### src/sv/lsa_pkg.sv
// Shared types, constants and color tables for the LED string animation block.
package lsa_pkg;

    // One pixel color, red in the top byte.
    typedef struct packed {
        logic [7:0] r;
        logic [7:0] g;
        logic [7:0] b;
    } t_rgb;

    // Sequencer states of the tick engine.
    typedef enum logic [1:0] {
        ST_IDLE,
        ST_CAB,
        ST_MARQ,
        ST_EMIT
    } t_state;

    // Phases of a color fade.
    localparam logic [1:0] FADE_LOAD = 2'd0;
    localparam logic [1:0] FADE_RG   = 2'd1;
    localparam logic [1:0] FADE_GB   = 2'd2;
    localparam logic [1:0] FADE_BR   = 2'd3;

    // Register indexes on the configuration port.
    localparam logic REG_MARQUEE = 1'b0;
    localparam logic REG_CABINET = 1'b1;

    // Marquee modes and the cabinet fade mode.
    localparam logic       MARQ_FADE    = 1'b0;
    localparam logic [2:0] CAB_FADE     = 3'd7;

    // Color levels and table sizes.
    localparam logic [7:0] LVL_FULL     = 8'd255;
    localparam logic [7:0] LVL_DIM      = 8'd80;
    localparam logic [7:0] LVL_OFF      = 8'd0;
    localparam logic [2:0] RB_LAST      = 3'd6;
    localparam logic [2:0] TICKS_FRAME0 = 3'd0;

    // Seven-entry rainbow table.
    function automatic t_rgb rb_color(input logic [2:0] k);
        t_rgb c;
        case (k)
            3'd0:    c = '{LVL_FULL, LVL_OFF,  LVL_OFF};
            3'd1:    c = '{LVL_FULL, LVL_DIM,  LVL_OFF};
            3'd2:    c = '{LVL_FULL, LVL_FULL, LVL_OFF};
            3'd3:    c = '{LVL_OFF,  LVL_FULL, LVL_OFF};
            3'd4:    c = '{LVL_OFF,  LVL_DIM,  LVL_FULL};
            3'd5:    c = '{LVL_OFF,  LVL_OFF,  LVL_FULL};
            3'd6:    c = '{LVL_DIM,  LVL_OFF,  LVL_FULL};
            default: c = '{LVL_OFF,  LVL_OFF,  LVL_OFF};
        endcase
        return c;
    endfunction

    // Fixed cabinet colors by mode; the fade mode has no fixed color.
    function automatic t_rgb cab_fixed(input logic [2:0] mode);
        t_rgb c;
        case (mode)
            3'd1:    c = '{LVL_FULL, LVL_OFF,  LVL_OFF};
            3'd2:    c = '{LVL_FULL, LVL_FULL, LVL_OFF};
            3'd3:    c = '{LVL_OFF,  LVL_FULL, LVL_OFF};
            3'd4:    c = '{LVL_OFF,  LVL_FULL, LVL_FULL};
            3'd5:    c = '{LVL_OFF,  LVL_OFF,  LVL_FULL};
            3'd6:    c = '{LVL_FULL, LVL_OFF,  LVL_FULL};
            default: c = '{LVL_OFF,  LVL_OFF,  LVL_OFF};
        endcase
        return c;
    endfunction

endpackage

### src/sv/led_string_animation.sv
// Top level of the LED string animation block: tick sequencer and pixel emitter.
//
// Each accepted tick item runs through a small sequencer: ST_IDLE takes the
// item, in ST_CAB the shared fade unit steps the cabinet fade, and in ST_MARQ
// it steps the marquee fade (or the rainbow frame counter advances). If
// anything visible changed, the block then emits the string as
// min(STRING_COUNT, 32) pixel items, one per cycle while i_ready is high, the
// final one flagged by o_last. o_ready is low while a tick is in progress. The
// first MARQUEE_COUNT pixels form the marquee and the rest the cabinet.
// Registers: marquee_mode at byte address 0, cabinet_mode at byte address 4;
// write them only while idle.
module led_string_animation #(
    parameter int MARQUEE_COUNT = 16,
    parameter int STRING_COUNT  = 32
) (
    input  logic        i_clk,
    input  logic        i_rst_n,
    // Tick input channel
    input  logic        i_valid,
    output logic        o_ready,
    input  logic        i_restart,
    // Pixel output channel
    output logic        o_valid,
    input  logic        i_ready,
    output logic [4:0]  o_led_index,
    output logic [7:0]  o_red,
    output logic [7:0]  o_green,
    output logic [7:0]  o_blue,
    output logic        o_last,
    // Configuration port
    input  logic        psel,
    input  logic        penable,
    input  logic        pwrite,
    input  logic [2:0]  paddr,
    input  logic [31:0] pwdata,
    output logic [31:0] prdata,
    output logic        pready
);
    import lsa_pkg::*;

    localparam int EMIT_COUNT = (STRING_COUNT > 32) ? 32 : STRING_COUNT;
    localparam logic [4:0] PIX_LAST = 5'(EMIT_COUNT - 1);
    localparam logic [5:0] MARQ_END = 6'(MARQUEE_COUNT);

    t_state     r_state, n_state;
    logic       r_marq_mode, n_marq_mode;
    logic [2:0] r_cab_mode, n_cab_mode;
    logic [1:0] r_fade_phase, n_fade_phase;
    t_rgb       r_fade_color, n_fade_color;
    logic [1:0] r_cab_phase, n_cab_phase;
    t_rgb       r_cab_color, n_cab_color;
    logic [2:0] r_rb_next, n_rb_next;
    logic [2:0] r_rb_shown, n_rb_shown;
    logic [2:0] r_tick, n_tick;
    logic       r_pending, n_pending;
    logic       r_draw, n_draw;
    logic [4:0] r_pix, n_pix;
    logic [2:0] r_rb_k, n_rb_k;

    logic       w_cfg_wr;
    logic       w_accept;
    logic       w_draw_now;
    logic [1:0] w_fu_phase_in, w_fu_phase_out;
    t_rgb       w_fu_color_in, w_fu_color_out;
    logic [7:0] w_fu_start_g;
    t_rgb       w_pix_color;

    assign w_cfg_wr = psel && penable && pwrite && pready;
    assign w_accept = i_valid && o_ready;
    // A frame is drawn on a marquee fade, a new rainbow frame, or a redraw set in r_draw.
    assign w_draw_now = r_draw || (r_marq_mode == MARQ_FADE) || (r_tick == TICKS_FRAME0);

    // Shared fade unit: cabinet fade in ST_CAB, marquee fade otherwise.
    always_comb begin
        if (r_state == ST_CAB) begin
            w_fu_phase_in = r_cab_phase;
            w_fu_color_in = r_cab_color;
            w_fu_start_g  = LVL_FULL;
        end else begin
            w_fu_phase_in = r_fade_phase;
            w_fu_color_in = r_fade_color;
            w_fu_start_g  = LVL_OFF;
        end
    end

    lsa_fade u_fade (
        .i_phase   (w_fu_phase_in),
        .i_color   (w_fu_color_in),
        .i_start_g (w_fu_start_g),
        .o_phase   (w_fu_phase_out),
        .o_color   (w_fu_color_out)
    );

    // Next state of the sequencer.
    always_comb begin
        n_state = r_state;
        case (r_state)
            ST_IDLE: begin
                if (w_accept) begin
                    n_state = ST_CAB;
                end
            end
            ST_CAB: begin
                n_state = ST_MARQ;
            end
            ST_MARQ: begin
                n_state = w_draw_now ? ST_EMIT : ST_IDLE;
            end
            ST_EMIT: begin
                if (i_ready && (r_pix == PIX_LAST)) begin
                    n_state = ST_IDLE;
                end
            end
            default: begin
                n_state = ST_IDLE;
            end
        endcase
    end

    // Handshake outputs of the sequencer.
    always_comb begin
        o_ready = 1'b0;
        o_valid = 1'b0;
        case (r_state)
            ST_IDLE: o_ready = 1'b1;
            ST_EMIT: o_valid = 1'b1;
            default: begin
                o_ready = 1'b0;
                o_valid = 1'b0;
            end
        endcase
    end

    // Animation state updates and register writes.
    always_comb begin
        n_marq_mode  = r_marq_mode;
        n_cab_mode   = r_cab_mode;
        n_fade_phase = r_fade_phase;
        n_fade_color = r_fade_color;
        n_cab_phase  = r_cab_phase;
        n_cab_color  = r_cab_color;
        n_rb_next    = r_rb_next;
        n_rb_shown   = r_rb_shown;
        n_tick       = r_tick;
        n_pending    = r_pending;
        n_draw       = r_draw;
        n_pix        = r_pix;
        n_rb_k       = r_rb_k;
        case (r_state)
            ST_IDLE: begin
                if (w_accept) begin
                    n_draw = r_pending || i_restart;
                    if (i_restart) begin
                        n_fade_phase = FADE_LOAD;
                        n_cab_phase  = FADE_LOAD;
                        n_rb_next    = 3'd0;
                        n_tick       = TICKS_FRAME0;
                    end
                end
            end
            ST_CAB: begin
                if (r_cab_mode == CAB_FADE) begin
                    n_cab_phase = w_fu_phase_out;
                    n_cab_color = w_fu_color_out;
                    n_draw      = 1'b1;
                end
            end
            ST_MARQ: begin
                n_pix  = 5'd0;
                n_rb_k = r_rb_shown;
                if (r_marq_mode == MARQ_FADE) begin
                    n_fade_phase = w_fu_phase_out;
                    n_fade_color = w_fu_color_out;
                end else begin
                    if (r_tick == TICKS_FRAME0) begin
                        n_rb_shown = r_rb_next;
                        n_rb_k     = r_rb_next;
                        n_rb_next  = (r_rb_next == RB_LAST) ? 3'd0 : r_rb_next + 3'd1;
                    end
                    n_tick = r_tick + 3'd1;
                end
                if (w_draw_now) begin
                    n_pending = 1'b0;
                end
            end
            ST_EMIT: begin
                if (i_ready) begin
                    n_pix  = r_pix + 5'd1;
                    n_rb_k = (r_rb_k == RB_LAST) ? 3'd0 : r_rb_k + 3'd1;
                end
            end
            default: begin
                n_draw = r_draw;
            end
        endcase

        // Register writes are to arrive only while idle; the block does not enforce this.
        if (w_cfg_wr) begin
            n_pending = 1'b1;
            if (paddr[2] == REG_MARQUEE) begin
                n_marq_mode = pwdata[0];
                if (pwdata[0] != r_marq_mode) begin
                    n_fade_phase = FADE_LOAD;
                    n_rb_next    = 3'd0;
                    n_tick       = TICKS_FRAME0;
                end
            end else begin
                n_cab_mode = pwdata[2:0];
                if (pwdata[2:0] != r_cab_mode) begin
                    n_cab_phase = FADE_LOAD;
                end
            end
        end
    end

    // State registers.
    always_ff @(posedge i_clk) begin
        if (!i_rst_n) begin
            r_state      <= ST_IDLE;
            r_marq_mode  <= 1'b0;
            r_cab_mode   <= 3'd0;
            r_fade_phase <= FADE_LOAD;
            r_fade_color <= '0;
            r_cab_phase  <= FADE_LOAD;
            r_cab_color  <= '0;
            r_rb_next    <= 3'd0;
            r_rb_shown   <= 3'd0;
            r_tick       <= TICKS_FRAME0;
            r_pending    <= 1'b0;
            r_draw       <= 1'b0;
            r_pix        <= 5'd0;
            r_rb_k       <= 3'd0;
        end else begin
            r_state      <= n_state;
            r_marq_mode  <= n_marq_mode;
            r_cab_mode   <= n_cab_mode;
            r_fade_phase <= n_fade_phase;
            r_fade_color <= n_fade_color;
            r_cab_phase  <= n_cab_phase;
            r_cab_color  <= n_cab_color;
            r_rb_next    <= n_rb_next;
            r_rb_shown   <= n_rb_shown;
            r_tick       <= n_tick;
            r_pending    <= n_pending;
            r_draw       <= n_draw;
            r_pix        <= n_pix;
            r_rb_k       <= n_rb_k;
        end
    end

    // Color of the pixel under the emit counter.
    always_comb begin
        if ({1'b0, r_pix} < MARQ_END) begin
            w_pix_color = (r_marq_mode == MARQ_FADE) ? r_fade_color : rb_color(r_rb_k);
        end else if (r_cab_mode == CAB_FADE) begin
            w_pix_color = r_cab_color;
        end else begin
            w_pix_color = cab_fixed(r_cab_mode);
        end
    end

    assign o_led_index = r_pix;
    assign o_red       = w_pix_color.r;
    assign o_green     = w_pix_color.g;
    assign o_blue      = w_pix_color.b;
    assign o_last      = (r_pix == PIX_LAST);

    // Register readback.
    assign pready = 1'b1;
    assign prdata = (paddr[2] == REG_CABINET) ? {29'd0, r_cab_mode} : {31'd0, r_marq_mode};

`ifndef SYNTHESIS
    // An accepted tick keeps the input closed on the next cycle.
    a_busy_after_accept: assert property (@(posedge i_clk) disable iff (!i_rst_n)
        w_accept |=> !o_ready)
        else $error("input ready right after an accepted tick");

    // Within a run, each delivered pixel is followed by the next position.
    a_pixel_order: assert property (@(posedge i_clk) disable iff (!i_rst_n)
        (o_valid && i_ready && !o_last) |=>
            (o_valid && (o_led_index == $past(o_led_index) + 5'd1)))
        else $error("pixel run broken or out of order");

    // Rainbow indexes stay inside the seven-entry table.
    a_rb_range: assert property (@(posedge i_clk) disable iff (!i_rst_n)
        (r_rb_next <= RB_LAST) && (r_rb_shown <= RB_LAST) && (r_rb_k <= RB_LAST))
        else $error("rainbow index beyond the table");

    // A run never starts while a redraw is still pending.
    a_pending_cleared: assert property (@(posedge i_clk) disable iff (!i_rst_n)
        (r_state == ST_MARQ && w_draw_now) |=> (o_valid && !r_pending && r_pix == 5'd0))
        else $error("run started without clearing the pending redraw");
`endif

endmodule

### src/sv/lsa_fade.sv
// Shared fade step unit: advances one color fade by one count.
module lsa_fade (
    input  logic [1:0]   i_phase,
    input  lsa_pkg::t_rgb i_color,
    input  logic [7:0]   i_start_g,
    output logic [1:0]   o_phase,
    output lsa_pkg::t_rgb o_color
);
    import lsa_pkg::*;

    // A fresh fade loads its start color and takes its first red-to-green step.
    always_comb begin
        logic [1:0] p;
        t_rgb       c;
        p = i_phase;
        c = i_color;
        if (p == FADE_LOAD) begin
            c = '{LVL_FULL, i_start_g, LVL_OFF};
            p = FADE_RG;
        end
        case (p)
            FADE_RG: begin
                c.r = c.r - 8'd1;
                c.g = c.g + 8'd1;
                if (c.r == LVL_OFF) begin
                    c.g = LVL_FULL;
                    p   = FADE_GB;
                end
            end
            FADE_GB: begin
                c.g = c.g - 8'd1;
                c.b = c.b + 8'd1;
                if (c.g == LVL_OFF) begin
                    c.b = LVL_FULL;
                    p   = FADE_BR;
                end
            end
            default: begin
                c.b = c.b - 8'd1;
                c.r = c.r + 8'd1;
                if (c.b == LVL_OFF) begin
                    p = FADE_LOAD;
                end
            end
        endcase
        o_phase = p;
        o_color = c;
    end

endmodule
### config.mk
export PLATFORM = sky130hd
export DESIGN_NAME = led_string_animation
export DESIGN_NICKNAME = d
export VERILOG_FILES = /design/src/sv/lsa_pkg.sv /design/src/sv/led_string_animation.sv /design/src/sv/lsa_fade.sv
export SDC_FILE = /design/constraint.sdc
export NUM_CORES = 1
export LEC_CHECK = 0
export BUFFER_PORTS_ARGS = -buffer_cell sky130_fd_sc_hd__clkbuf_2
export CAP_MARGIN = 20
export CORE_AREA = 3 3 119 121
export CTS_CLUSTER_SIZE = 12
export DETAILED_ROUTE_END_ITERATION = 16
export DIE_AREA = 0 0 122 124
export HOLD_SLACK_MARGIN = 0.1
export PLACE_DENSITY = 0.67
export RECOVER_POWER = 50
export SLEW_MARGIN = 5
export SYNTH_ARGS = -nofsm -noshare
export SYNTH_HDL_FRONTEND = slang
export SYNTH_SLANG_ARGS = --single-unit
### constraint.sdc
create_clock -name i_clk -period 3.9 [get_ports i_clk]
set_clock_uncertainty 0.1 [all_clocks]
set_input_delay 0 -clock i_clk [delete_from_list [all_inputs] [get_ports i_clk]]
set_output_delay 0 -clock i_clk [all_outputs]
set_load 0.02 [all_outputs]
* Yosys cells after proc, flatten, opt, wreduce, memory -nomap -nowiden
Cells that the tools add are included. Widths: inputs -> output; s select.
Cells by class: $add $sub $neg 10, multiply operators 0, divide/modulo/power cells 0, order comparisons 1, equal/unequal tests 26, shifts and indexed selects 0, multiplexer cells 69, bitwise gates (word level) 2, reduce and logical (&&, ||, !) cells 26
Operators with widths (count):
- $pmux 24 s7 | 1
- $pmux 24 s6 | 1
- $mux 24 | 5
- $mux 3 | 19
- $pmux 8 s2 | 3
- $mux 2 | 20
- $add 8x1->8 const B | 3
- $eq 3x3->1 const B | 8
- $logic_not 8->1 | 3
- $mux 8 | 3
- $sub 8x1->8 const B | 3
- $pmux 3 s2 | 3
- $reduce_and 2->1 | 7
- $eq 3x2->1 const B | 4
- $pmux 2 s2 | 3
- $pmux 5 s2 | 1
- $add 3x1->3 const B | 3
- $pmux 2 s4 | 1
- $reduce_bool 2->1 | 4
- $mux 1 | 7
- $eq 2x2->1 const B | 3
- $eq 3x1->1 const B | 2
- $logic_not 3->1 | 2
- $ne 2x2->1 const B | 3
- 14 further kinds | 22
Storage, ports and cells: register bits after elaboration 77, bits in latches 0, bits in writable memories 0, memory bits (read-only) 0, logic and storage cells 152, memories 0

* Depth between registers and ports, before layout
Gate-level depths: netlist (run 1).
depth in word-level cells 13, gate-level depth with buffers 16, depth with buffers taken out 11

* Cells and area by module
From an unflattened synthesis (run 1), not the netlist that was laid out.
Second synthesis, totals: cells, all modules 851, area total of the unflattened synthesis 6045.8 µm²
Modules (own cells, without submodules):
- led_string_animation | times used 1, cells each 612, area each 4449.3 µm², seq. area each 1541.5 µm²
- lsa_fade | times used 1, cells each 239, area each 1596.5 µm², seq. area each 0.0 µm²

* Least setup slack after synthesis (run 1)
Ideal clock, no wire load.
path kind register to register, start register r_state[1], end register r_cab_color[12] in the netlist's numbering, setup time 0.133 ns, arrival time 2.995 ns, slack 0.673 ns, cell stages (with the launch flop) 16, period minus slack after synthesis 3.227 ns, cell sequence dfxtp_1 -> nand2b_1 -> buf_6 -> buf_6 -> mux2i_1 -> clkbuf_1 -> buf_2 -> and3_1 -> ha_1 -> inv_1 -> nor4_2 -> mux2i_1 -> and3_1 -> buf_2 -> o311ai_0 -> a21oi_1
On the way: word-level cells in the longest chain between the ends 8, elaborated cells between the ends (all ways) 16, those cells by class add/sub: 3; eq/ne: 3; mux: 7; reduce/logical: 3
Ends and longest elaborated chain:
- from (decl) | RTL line led_string_animation.sv:45 | t_state r_state, n_state;
- from (signal assigned) | RTL line led_string_animation.sv:234 | r_state <= n_state;
- $eq 2x1->1 (*) | RTL line led_string_animation.sv:75, led_string_animation.sv:149
- $mux 2 | RTL line led_string_animation.sv:75 | if (r_state == ST_CAB) begin
- $logic_not 2->1 | RTL line lsa_fade.sv:17 | if (p == FADE_LOAD) begin
- $mux 24 | RTL line lsa_fade.sv:17
- $sub 8x1->8 | RTL line lsa_fade.sv:23 | c.r = c.r - 8'd1;
- $logic_not 8->1 | RTL line lsa_fade.sv:25 | if (c.r == LVL_OFF) begin
- $mux 8 | RTL line lsa_fade.sv:25
- $pmux 8 s2 | RTL line lsa_fade.sv:21 | case (p)
- to (signal assigned) | RTL line led_string_animation.sv:240 | r_cab_color <= n_cab_color;
- to (decl) | RTL line led_string_animation.sv:51 | t_rgb r_cab_color, n_cab_color;
Every way passes the cells marked *; elsewhere a longest branch is shown, timed or not. A chain may end at the register's enable or synchronous reset.

* Worst setup path after layout (run 1)
start register r_fade_phase[1], end register r_fade_color[12] in the netlist's numbering
On the way: word-level cells in the longest chain between the ends 7, elaborated cells between the ends (all ways) 12, those cells by class add/sub: 3; eq/ne: 2; mux: 5; reduce/logical: 2
Ends and longest elaborated chain:
- from (decl) | RTL line led_string_animation.sv:48 | logic [1:0] r_fade_phase, n_fade_phase;
- from (signal assigned) | RTL line led_string_animation.sv:237 | r_fade_phase <= n_fade_phase;
- $mux 2 (*) | RTL line led_string_animation.sv:75
- $logic_not 2->1 | RTL line lsa_fade.sv:17
- $mux 24 | RTL line lsa_fade.sv:17
- $sub 8x1->8 | RTL line lsa_fade.sv:23
- $logic_not 8->1 | RTL line lsa_fade.sv:25
- $mux 8 | RTL line lsa_fade.sv:25
- $pmux 8 s2 (*) | RTL line lsa_fade.sv:21
- to (signal assigned) | RTL line led_string_animation.sv:238 | r_fade_color <= n_fade_color;
- to (decl) | RTL line led_string_animation.sv:49 | t_rgb r_fade_color, n_fade_color;
Marked as above.

==> results of run 1 <==
[per-stage QoR]
step	util [%]	cells
after floorplan	-	883
after global placement	48.8	1038
after detailed placement	48.8	1038
after CTS	52.3	1069
after global routing	51.9	1069
final	51.9	1069
[state kept, by name, indices dropped and copies added (netlist names), 2 cells and up]
name	cells
r_cab_phase	2
r_state	2
r_fade_phase	2
r_cab_mode	3
o_led_index	5
r_tick	3
r_rb_next	3
r_cab_color	24
r_fade_color	24
r_rb_shown	3
r_rb_k	3
[worst max path at each step]
stage                  endpoint
6_report       r_fade_color[12]
5_1_grt        r_fade_color[12]
4_1_cts        r_fade_color[12]
3_5_place_dp   r_fade_color[12]
3_3_place_gp   r_fade_color[12]
2_1_floorplan   r_cab_color[12]
[worst max-delay path, cell delays in order, from the launching register on]
cell	delay, ns
dfxtp_1	0.47
nor2_1	0.18
mux2i_1	0.30
and3_1	0.24
ha_1	0.21
inv_1	0.10
nor4_2	0.32
mux2i_1	0.39
and3_1	0.44
o311ai_0	0.19
a21oi_1	0.18
[cells by family after synthesis]
logic type	count (synthesis)	synth area share, %
AND/OR/NAND/NOR	307	24.0
AO/OA/AOI/OAI	269	26.8
buffers and inverters	108	9.12
flip-flops	77	24.9
multiplexers	47	7.78
XOR/XNOR	31	4.39
adder cells (fa/ha/maj)	14	2.83
other	2	0.121
[Yosys cell counts (all sizes together), types with 7 or more instances]
library cell	n	share of area [%]
inv	19	1.2
nand2	86	5.2
mux2	9	1.6
clkbuf	44	2.7
nor2b	11	1.1
or3	7	0.71
a31oi	16	1.6
o21ai	61	4.9
buf	45	5.3
dfxtp	77	25
xnor2	21	3.0
o31ai	10	1.2
nor2	73	4.4
o22ai	7	0.71
nand2b	25	2.5
and3	10	1.0
nand3	34	2.7
mux2i	38	6.1
nand4	7	0.71
a211oi	16	2.3
ha	14	2.8
a21oi	109	8.8
xor2	10	1.4
nor3	29	2.3
[metal layers]
layer / vias up / share of wire (%) / routed length, um / global-route usage (%)
met5: - / 0 / 0 / 0
met4: 0 / 2.3 / 439 / 10.6
met3: 36 / 6.3 / 1180 / 3.72
met2: 254 / 46 / 8540 / 39.7
met1: 3003 / 46 / 8570 / 34.4
li1: 3086 / - / - / -
[final cells by class]
| type | count | area, um2 |
|---|---|---|
| clock buffers | 10 | 229 |
| clock inverters | 6 | 71.3 |
| fillers | 1361 | 6340 |
| inverters | 19 | 71.3 |
| multi-input cells | 698 | 4200 |
| flip-flops and latches | 77 | 1540 |
| well taps | 176 | 220 |
| repair buffers | 83 | 514 |
[timing repair]
item	4_1_cts	5_1_grt
buffers inserted	0	0
hold buffers	15	0
gates resized for setup	0	0
hold endpoints to repair	39	0
[where the power goes]
part	switching, mW	internal [mW]
clock	0.373	0.501
combinational	0.417	0.238
sequential	0.0458	0.819
==> flow_summary.json, run 1 <==
{
  "ys_seq_area_share_pct": 24.9,
  "gr-usage-all-layers_pct": 25.2,
  "postRouteWirelength_um": 18700,
  "hold_depth": 3,
  "start_util_pct": 46.9,
  "pwr_density_cell_mw_per_mm2": 350,
  "outcome": "finished clean",
  "worstSetupStartpointType": "flop",
  "crit_path_end_kind": "flop",
  "crit_required_ns": 4.09,
  "hold_ws_ns": 0.142,
  "ys_seq_elements": 77,
  "root_buffer": "clkbuf_16",
  "reg2reg_depth": 10,
  "die_y_um": 124,
  "cap_violations": 0,
  "ant_nets": 0,
  "avgSynthCellArea_um2": 7.24,
  "die_x_um": 122,
  "n_antenna_cell": 0,
  "mostFrequentLayoutCell": "a21oi_1",
  "reg2reg_from": "r_fade_phase[1]",
  "antenna_found_initial": 0,
  "clkSlewWorstSetupHoldPaths_ns": 0.07,
  "overflow": 0,
  "drc": 0,
  "rsz0062_at_grt": "false",
  "layout_setup_ws_ns": 0.730,
  "report.power.total_mw": 2.40,
  "synth_ff_type": "dfxtp_1",
  "synth_edf_count": 0,
  "firstDrtPassIters": 7,
  "htreeDepth": 3,
  "setup_tns_ns": 0,
  "worst_slew_pin_slew_ns": 1.09,
  "grt_pass1_wl_um": 30300,
  "grt_pass1_vias": 5740,
  "cts_num_sinks": 77,
  "fmax_ghz": 0.315,
  "tritoncts": "done",
  "gp_congestion": 0.972,
  "nets": 945,
  "critPathLaunch": "r_fade_phase[1]",
  "postSynthCellCount": 855,
  "p_leak_nw": 2.66,
  "drive_gt1_share_pct": 8.62,
  "hp-start": "paddr[2]",
  "fin_area_mm2": 0.00685,
  "netlist_area_mm2": 0.00619,
  "grt_max_degree": 48,
  "hold_end": "r_tick[2]",
  "yosysWarningCount": 0,
  "reg2reg_slack_ns": 0.73,
  "r2r_end": "r_fade_color[12]",
  "hold_viol_final": 0,
  "maxSlewHeadroom_pct": 27.0,
  "area_delta_synth_final_pct": 10.7,
  "cts_max_path_buffers": 2,
  "worstPathArrival_ns": 3.36,
  "worst-setup-path-type": "reg2reg",
  "hold_class": "in2reg",
  "first_iter_violations": 676,
  "final-setup-viol-count": 0,
  "avgRoutedWirePerCell_um": 17.5,
  "cts_buffers": 9,
  "fin_crit_ns": 3.17,
  "period_share_pct": 81.3,
  "dieArea_mm2": 0.0151,
  "vias": 6379,
  "dp_hpwl_um": 12700,
  "cp_max_fo": 8,
  "insertion_delay_ns": 0.35,
  "dp_slack_ns": 0.825,
  "core_area_mm2": 0.0132,
  "report.final.slew_viol_count": 0,
  "rows": 42,
  "port_buffers": 46,
  "synthArstFlopShare_pct": 0,
  "via_per_inst": 5.97,
  "most-common-layout-cells": "a21oi_1 (109), nand2_1 (86), dfxtp_1 (77)",
  "ir_worst_vdd_mv": 0.238,
  "dpl_cell_area_mm2": 0.00644,
  "ys_types": 64,
  "ios": 108
}
No activity file was read; power rests on OpenSTA's default activity.
==> run 2, diff against run 1 <==
--- a/config.mk
+++ b/config.mk
@@ -5,14 +5,15 @@
 export SDC_FILE = /design/constraint.sdc
 export NUM_CORES = 1
 export LEC_CHECK = 0
+export ABC_AREA = 1
 export BUFFER_PORTS_ARGS = -buffer_cell sky130_fd_sc_hd__clkbuf_2
 export CAP_MARGIN = 20
-export CORE_AREA = 3 3 119 121
+export CORE_AREA = 3 3 120 122
 export CTS_CLUSTER_SIZE = 12
 export DETAILED_ROUTE_END_ITERATION = 16
-export DIE_AREA = 0 0 122 124
+export DIE_AREA = 0 0 123 125
 export HOLD_SLACK_MARGIN = 0.1
-export PLACE_DENSITY = 0.67
+export PLACE_DENSITY = 0.69
 export RECOVER_POWER = 50
 export SLEW_MARGIN = 5
 export SYNTH_ARGS = -nofsm -noshare
==> constraint.sdc (replaced) <==
create_clock -name i_clk -period 2.7 [get_ports i_clk]
set_clock_uncertainty 0.1 [all_clocks]
set_input_delay 0 -clock i_clk [delete_from_list [all_inputs] [get_ports i_clk]]
set_output_delay 0 -clock i_clk [all_outputs]
set_load 0.02 [all_outputs]
==> run 2 against run 1 <==
  * Global-route usage decreased by 1.1 points
  * Die area up 1.6%
  * Cell area rose by 5.4%
  * Sequential share of layout area decreased by 1.1 points
  * First-iteration DRC count fell by 3.6%
  * Sequential power rose by 49%
  * Clock power increased by 51%
  * Synthesized cell count increased by 14%
  * Worst setup slack worse by 0.55 ns
  * Core utilization up 2.4 points
  * Count of clock-buffer cells in the layout is 1 higher
  * Critical path depth is 7 higher
  * Critical path type unchanged
  * Largest cell class unchanged
==> flow_summary.json, run 2 <==
{
  "report.final.slew_viol_count": 0,
  "grt_max_degree": 35,
  "fmax_ghz": 0.397,
  "avgRoutedWirePerCell_um": 15.2,
  "port_buffers": 46,
  "vias": 6594,
  "start_util_pct": 47.2,
  "pwr_density_cell_mw_per_mm2": 713,
  "worstSetupStartpointType": "flop",
  "worstPathArrival_ns": 2.71,
  "hold_class": "in2reg",
  "layout_setup_ws_ns": 0.181,
  "antenna_found_initial": 0,
  "mostFrequentLayoutCell": "nand2_1",
  "ios": 108,
  "avgSynthCellArea_um2": 6.42,
  "yosysWarningCount": 0,
  "cp_slowest_cell": "dfxtp_2",
  "p_leak_nw": 3.42,
  "dpl_cell_area_mm2": 0.00664,
  "die_x_um": 123,
  "netlist_area_mm2": 0.00628,
  "crit_buf_inv": 4,
  "firstDrtPassIters": 5,
  "grt_pass1_wl_um": 29800,
  "report.power.total_mw": 5.15,
  "clkSlewWorstSetupHoldPaths_ns": 0.06,
  "dieArea_mm2": 0.0154,
  "worst-setup-path-type": "reg2reg",
  "via_per_inst": 5.32,
  "synth_edf_count": 0,
  "max_stage_delay_ns": 0.34,
  "gr-usage-all-layers_pct": 24.1,
  "cts_num_sinks": 77,
  "maxSlewHeadroom_pct": 40.7,
  "postSynthCellCount": 978,
  "htreeDepth": 3,
  "ys_seq_elements": 77,
  "drc": 0,
  "synth.most_common_cell": "nand2_1",
  "die_y_um": 125,
  "dp_hpwl_um": 13000,
  "ys_seq_area_share_pct": 24.5,
  "synth_top_area_share_pct": 24.5,
  "dp_slack_ns": 0.0405,
  "crit_path_end_kind": "flop",
  "ir_worst_vdd_mv": 0.386,
  "overflow": 0,
  "cap_violations": 0,
  "drive_gt1_share_pct": 15.7,
  "nets": 1117,
  "core_area_mm2": 0.0133,
  "tritoncts": "done",
  "insertion_delay_ns": 0.34,
  "yosys.area.top_type": "dfxtp_1",
  "synth_ff_type": "dfxtp_1",
  "ant_nets": 0,
  "postRouteWirelength_um": 18800,
  "first_iter_violations": 652,
  "root_buffer": "clkbuf_16",
  "cts_buffers": 9,
  "ys_types": 45,
  "area_delta_synth_final_pct": 14.9,
  "hold_viol_final": 0,
  "most-common-layout-cells": "nand2_1 (182), inv_1 (132), a21oi_1 (85)",
  "cts_max_path_buffers": 2,
  "fin_area_mm2": 0.00722,
  "worst_slew_pin_slew_ns": 0.890,
  "cp_max_fo": 9,
  "crit_required_ns": 2.89,
  "gp_congestion": 0.935,
  "rows": 42,
  "synthArstFlopShare_pct": 0,
  "final-setup-viol-count": 0,
  "crit_family": "simple AND/OR/NAND/NOR gates",
  "fin_crit_ns": 2.52,
  "outcome": "finished clean",
  "period_share_pct": 93.3,
  "crit_chain": "inv_4, nand2_8, nand2_2, nand2_4, nand2_8, inv_2, nor2_4, ha_4, nand4_1, xor2_1, nand2_1, nor2_4, nand3_4, buf_4, nand2_1, o21ai_1, inv_1",
  "synthTopCellsByArea": "dfxtp_1 (25%), nand2_1 (11%), inv_1 (7.9%)",
  "fin_util_pct": 54.3,
  "grt_pass1_vias": 5974,
  "n_antenna_cell": 0,
  "yosys-top-cells-count": "nand2_1 (183), inv_1 (133), a21oi_1 (85), o21ai_0 (83), dfxtp_1 (77)"
}
==> run 2: worst reg2reg max path: stages (launching register included) <==
cell and delay, ns:
dfxtp_2 0.34, inv_4 0.11, nand2_8 0.10, nand2_2 0.10
nand2_4 0.10, nand2_8 0.12, inv_2 0.06, nor2_4 0.11
ha_4 0.17, nand4_1 0.11, xor2_1 0.22, nand2_1 0.12
nor2_4 0.16, nand3_4 0.12, buf_4 0.17, nand2_1 0.11
o21ai_1 0.07, inv_1 0.08
==> run 2: final timing paths <==
kind,from,to,slack (ns),cells past startpoint
worst max-delay path,r_state[1],r_fade_color[13],0.18,17
worst min-delay path,pwrite,r_cab_phase[1],0.20,4
worst max register to register,r_state[1],r_fade_color[13],0.18,17
worst min register to register,r_pending,r_pending,0.36,2
==> run 2: kinds of logic after synthesis <==
group                      Yosys count  synth area share, %
AOI/OAI and AO/OA                  252                 22.8
DFF                                 77                 24.5
xor gates and xnor gates            14                 1.95
and+or+nand+nor                    395                 30.1
adders and majority gates           14                 2.79
other                                2                0.120
buffers and inverters              224                 17.7
==> run 2: through the flow <==
stage,hold WS [ns],TNS (ns),cells
2_1_floorplan,0.0300,0,1006
3_3_place_gp,0.198,0,1201
3_5_place_dp,0.217,0,1201
4_1_cts,0.163,0,1234
5_1_grt,0.231,-0.0425,1240
6_report,0.204,0,1240
==> run 2: cell type report <==
type	instances	area, um2
Fill cell	1346	6080
Timing Repair Buffer	112	746
Inverter	154	581
Tap cell	176	220
Sequential cell	77	1550
Clock inverter	4	72.6
Multi-Input combinational cell	706	3810
Clock buffer	11	243
==> run 2: timing repair <==
action                     4_1_cts  5_1_grt
gates resized for setup          0       22
setup endpoints to repair        0       41
setup buffers                    0        4
hold buffers                    18        0
hold endpoints to repair        21        0
==> run 2: where the power goes <==
part	switching [mW]	total (mW)	internal (mW)
logic	1.67	2.54	0.871
clock network	0.489	1.32	0.828
registers	0.0689	1.29	1.22
total	2.23	5.15	2.92
==> run 2: metal layers <==
metal / wire length (um) / vias to the layer above / track usage [%]
li1: - / 3301 / -
met1: 8530 / 3004 / 33.2
met2: 8420 / 251 / 37.5
met3: 1320 / 38 / 4.88
met4: 523 / 0 / 8.08
met5: 0 / - / 0
==> run 3, diff against run 2 <==
--- a/config.mk
+++ b/config.mk
@@ -9,6 +9,7 @@
 export BUFFER_PORTS_ARGS = -buffer_cell sky130_fd_sc_hd__clkbuf_2
 export CAP_MARGIN = 20
 export CORE_AREA = 3 3 120 122
+export CTS_BUF_LIST = sky130_fd_sc_hd__clkbuf_16
 export CTS_CLUSTER_SIZE = 12
 export DETAILED_ROUTE_END_ITERATION = 16
 export DIE_AREA = 0 0 123 125
==> run 3 against run 2 <==
  * Clock power barely moved
  * Cell area hardly changed
  * Non-clock buffer count unchanged
  * Core utilization is essentially flat
  * Sequential power is essentially flat
  * Maximum frequency shrank 0.48%
  * Critical path depth up 3
  * Highest routed layer unchanged
==> flow_summary.json, run 3 (same netlist as run 2, synthesis figures left out) <==
{
  "cp_max_fo": 6,
  "avgRoutedWirePerCell_um": 15.2,
  "clkSlewWorstSetupHoldPaths_ns": 0.06,
  "gr-usage-all-layers_pct": 24.1,
  "fmax_ghz": 0.395,
  "rows": 42,
  "postRouteWirelength_um": 18800,
  "outcome": "finished clean",
  "p_leak_nw": 3.42,
  "gp_congestion": 0.935,
  "p_comb_share_pct": 49.7,
  "crit_path_end_kind": "flop",
  "area_delta_synth_final_pct": 15.0,
  "maxSlewHeadroom_pct": 40.9,
  "worst-setup-path-type": "reg2reg",
  "die_y_um": 125,
  "worst_slew_pin_slew_ns": 0.885,
  "r2r_end": "r_cab_phase[0]",
  "n_antenna_cell": 0,
  "reg2reg_from": "r_state[1]",
  "cts_buffers": 9,
  "insertion_delay_ns": 0.35,
  "most-common-layout-cells": "nand2_1 (182), inv_1 (133), a21oi_1 (85)",
  "hold_depth": 4,
  "internal_power_mw": 2.91,
  "mostFrequentLayoutCell": "nand2_1",
  "worstSetupStartpointType": "flop",
  "nets": 1117,
  "hold_viol_final": 0,
  "reg2reg_depth": 20,
  "ant_nets": 0,
  "start_util_pct": 47.2,
  "dp_slack_ns": 0.0405,
  "htreeDepth": 3,
  "pwr_density_cell_mw_per_mm2": 712,
  "hp-start": "pwrite",
  "reg2reg_slack_ns": 0.17,
  "via_per_inst": 5.31,
  "dp.cells": 1201,
  "worstPathArrival_ns": 2.66,
  "crit_required_ns": 2.83,
  "seqPwrFrac_pct": 25.1,
  "clkPwrFrac_pct": 25.1,
  "vias": 6587,
  "grt_pass1_vias": 5973,
  "hold_class": "in2reg",
  "die_x_um": 123,
  "overflow": 0,
  "drc": 0,
  "cap_violations": 0,
  "layout_setup_ws_ns": 0.169,
  "swShare_pct": 43.5,
  "ir_worst_vdd_mv": 0.392,
  "port_buffers": 46,
  "period_share_pct": 93.7,
  "cts_max_path_buffers": 2,
  "dp_hpwl_um": 13000,
  "p_switching_mw": 2.23,
  "first_iter_violations": 573,
  "core_area_mm2": 0.0133,
  "fin_cells": 1240,
  "tritoncts": "done",
  "fin_crit_ns": 2.53,
  "ios": 108,
  "antenna_found_initial": 0,
  "hold_end": "r_cab_phase[1]",
  "grt_pass1_wl_um": 29800,
  "root_buffer": "clkbuf_16",
  "drive_gt1_share_pct": 15.7,
  "dieArea_mm2": 0.0154,
  "cts_num_sinks": 77,
  "report.final.slew_viol_count": 0,
  "grt_max_degree": 35,
  "firstDrtPassIters": 5,
  "final-setup-viol-count": 0
}
[run 3: cell types whose count changed in the layout (fill, tap and decap cells not counted)]
cell and change:
clkbuf_1 -2, buf_12 +1, buf_4 -1, clkbuf_2 +1, clkbuf_8 -1, clkinv_1 +1, inv_1 +1
[run 3: through the flow]
stage	power [mW]	utilization, %	hold slack [ns]	setup TNS, ns	instance area, um2
4_1_cts	4.99	53.6	0.163	0	7130
6_report	5.14	54.3	0.187	0	7220
2_1_floorplan	3.17	-	0.0300	0	6390
5_1_grt	5.47	54.3	0.231	-0.0776	7220
3_5_place_dp	3.68	50.0	0.217	0	6640
3_3_place_gp	3.65	50.0	0.198	0	6640
[run 3: power groups by stage]
stage / clock (mW) / combinational [mW] / sequential, mW
after global placement: 0 / 2.35 / 1.31
after global routing: 1.35 / 2.82 / 1.30
after floorplan: 0 / 1.88 / 1.29
after detailed placement: 0 / 2.37 / 1.31
after CTS: 1.31 / 2.40 / 1.29
final: 1.29 / 2.56 / 1.29
[run 3: area by class of cell]
cell class	count	area, um2
Tap cell	176	220
Sequential cell	77	1550
Timing Repair Buffer	112	759
Fill cell	1347	6070
Clock inverter	6	80.1
Multi-Input combinational cell	706	3810
Inverter	154	581
Clock buffer	9	225
[run 3: how the worst max path moves through the flow]
stage,from,slack [ns],end,cells past startpoint
4_1_cts,r_state[0],0.02,r_fade_color[8],16
5_1_grt,r_state[1],-0.02,r_cab_phase[0],20
3_5_place_dp,r_state[0],0.04,r_fade_color[8],16
6_report,r_state[1],0.17,r_cab_phase[0],20
3_3_place_gp,r_state[0],0.11,r_fade_color[13],16
2_1_floorplan,r_state[1],0.05,r_cab_phase[0],21
[run 3: what timing repair did]
item / 4_1_cts / 5_1_grt
gates resized for setup: 0 / 22
endpoints found under the hold margin: 21 / 0
buffers inserted: 0 / 4
hold buffers: 18 / 0
setup endpoints to repair: 0 / 41
[run 3: per-layer routing]
| metal | vias to the layer above | global-route usage, % | part of all wire [%] |
|---|---|---|---|
| met2 | 256 | 37.5 | 45 |
| met5 | - | 0 | 0 |
| li1 | 3305 | - | - |
| met3 | 41 | 4.88 | 7.2 |
| met4 | 0 | 8.08 | 2.8 |
| met1 | 2985 | 33.3 | 45 |
[run 3: worst max-delay path, cell delays in order, from the launching register on]
cell	delay, ns
dfxtp_2	0.36
buf_6	0.13
nor2_1	0.05
buf_4	0.15
buf_4	0.15
nand2_1	0.07
nand2_2	0.08
nand2_4	0.11
ha_2	0.20
nand3b_1	0.11
nand2_1	0.07
nor2_1	0.12
nand3_1	0.10
nor2_2	0.10
nand3_2	0.14
nand2_1	0.10
inv_1	0.05
nand2_1	0.05
nand2_1	0.04
nand2_1	0.06
a21oi_1	0.06
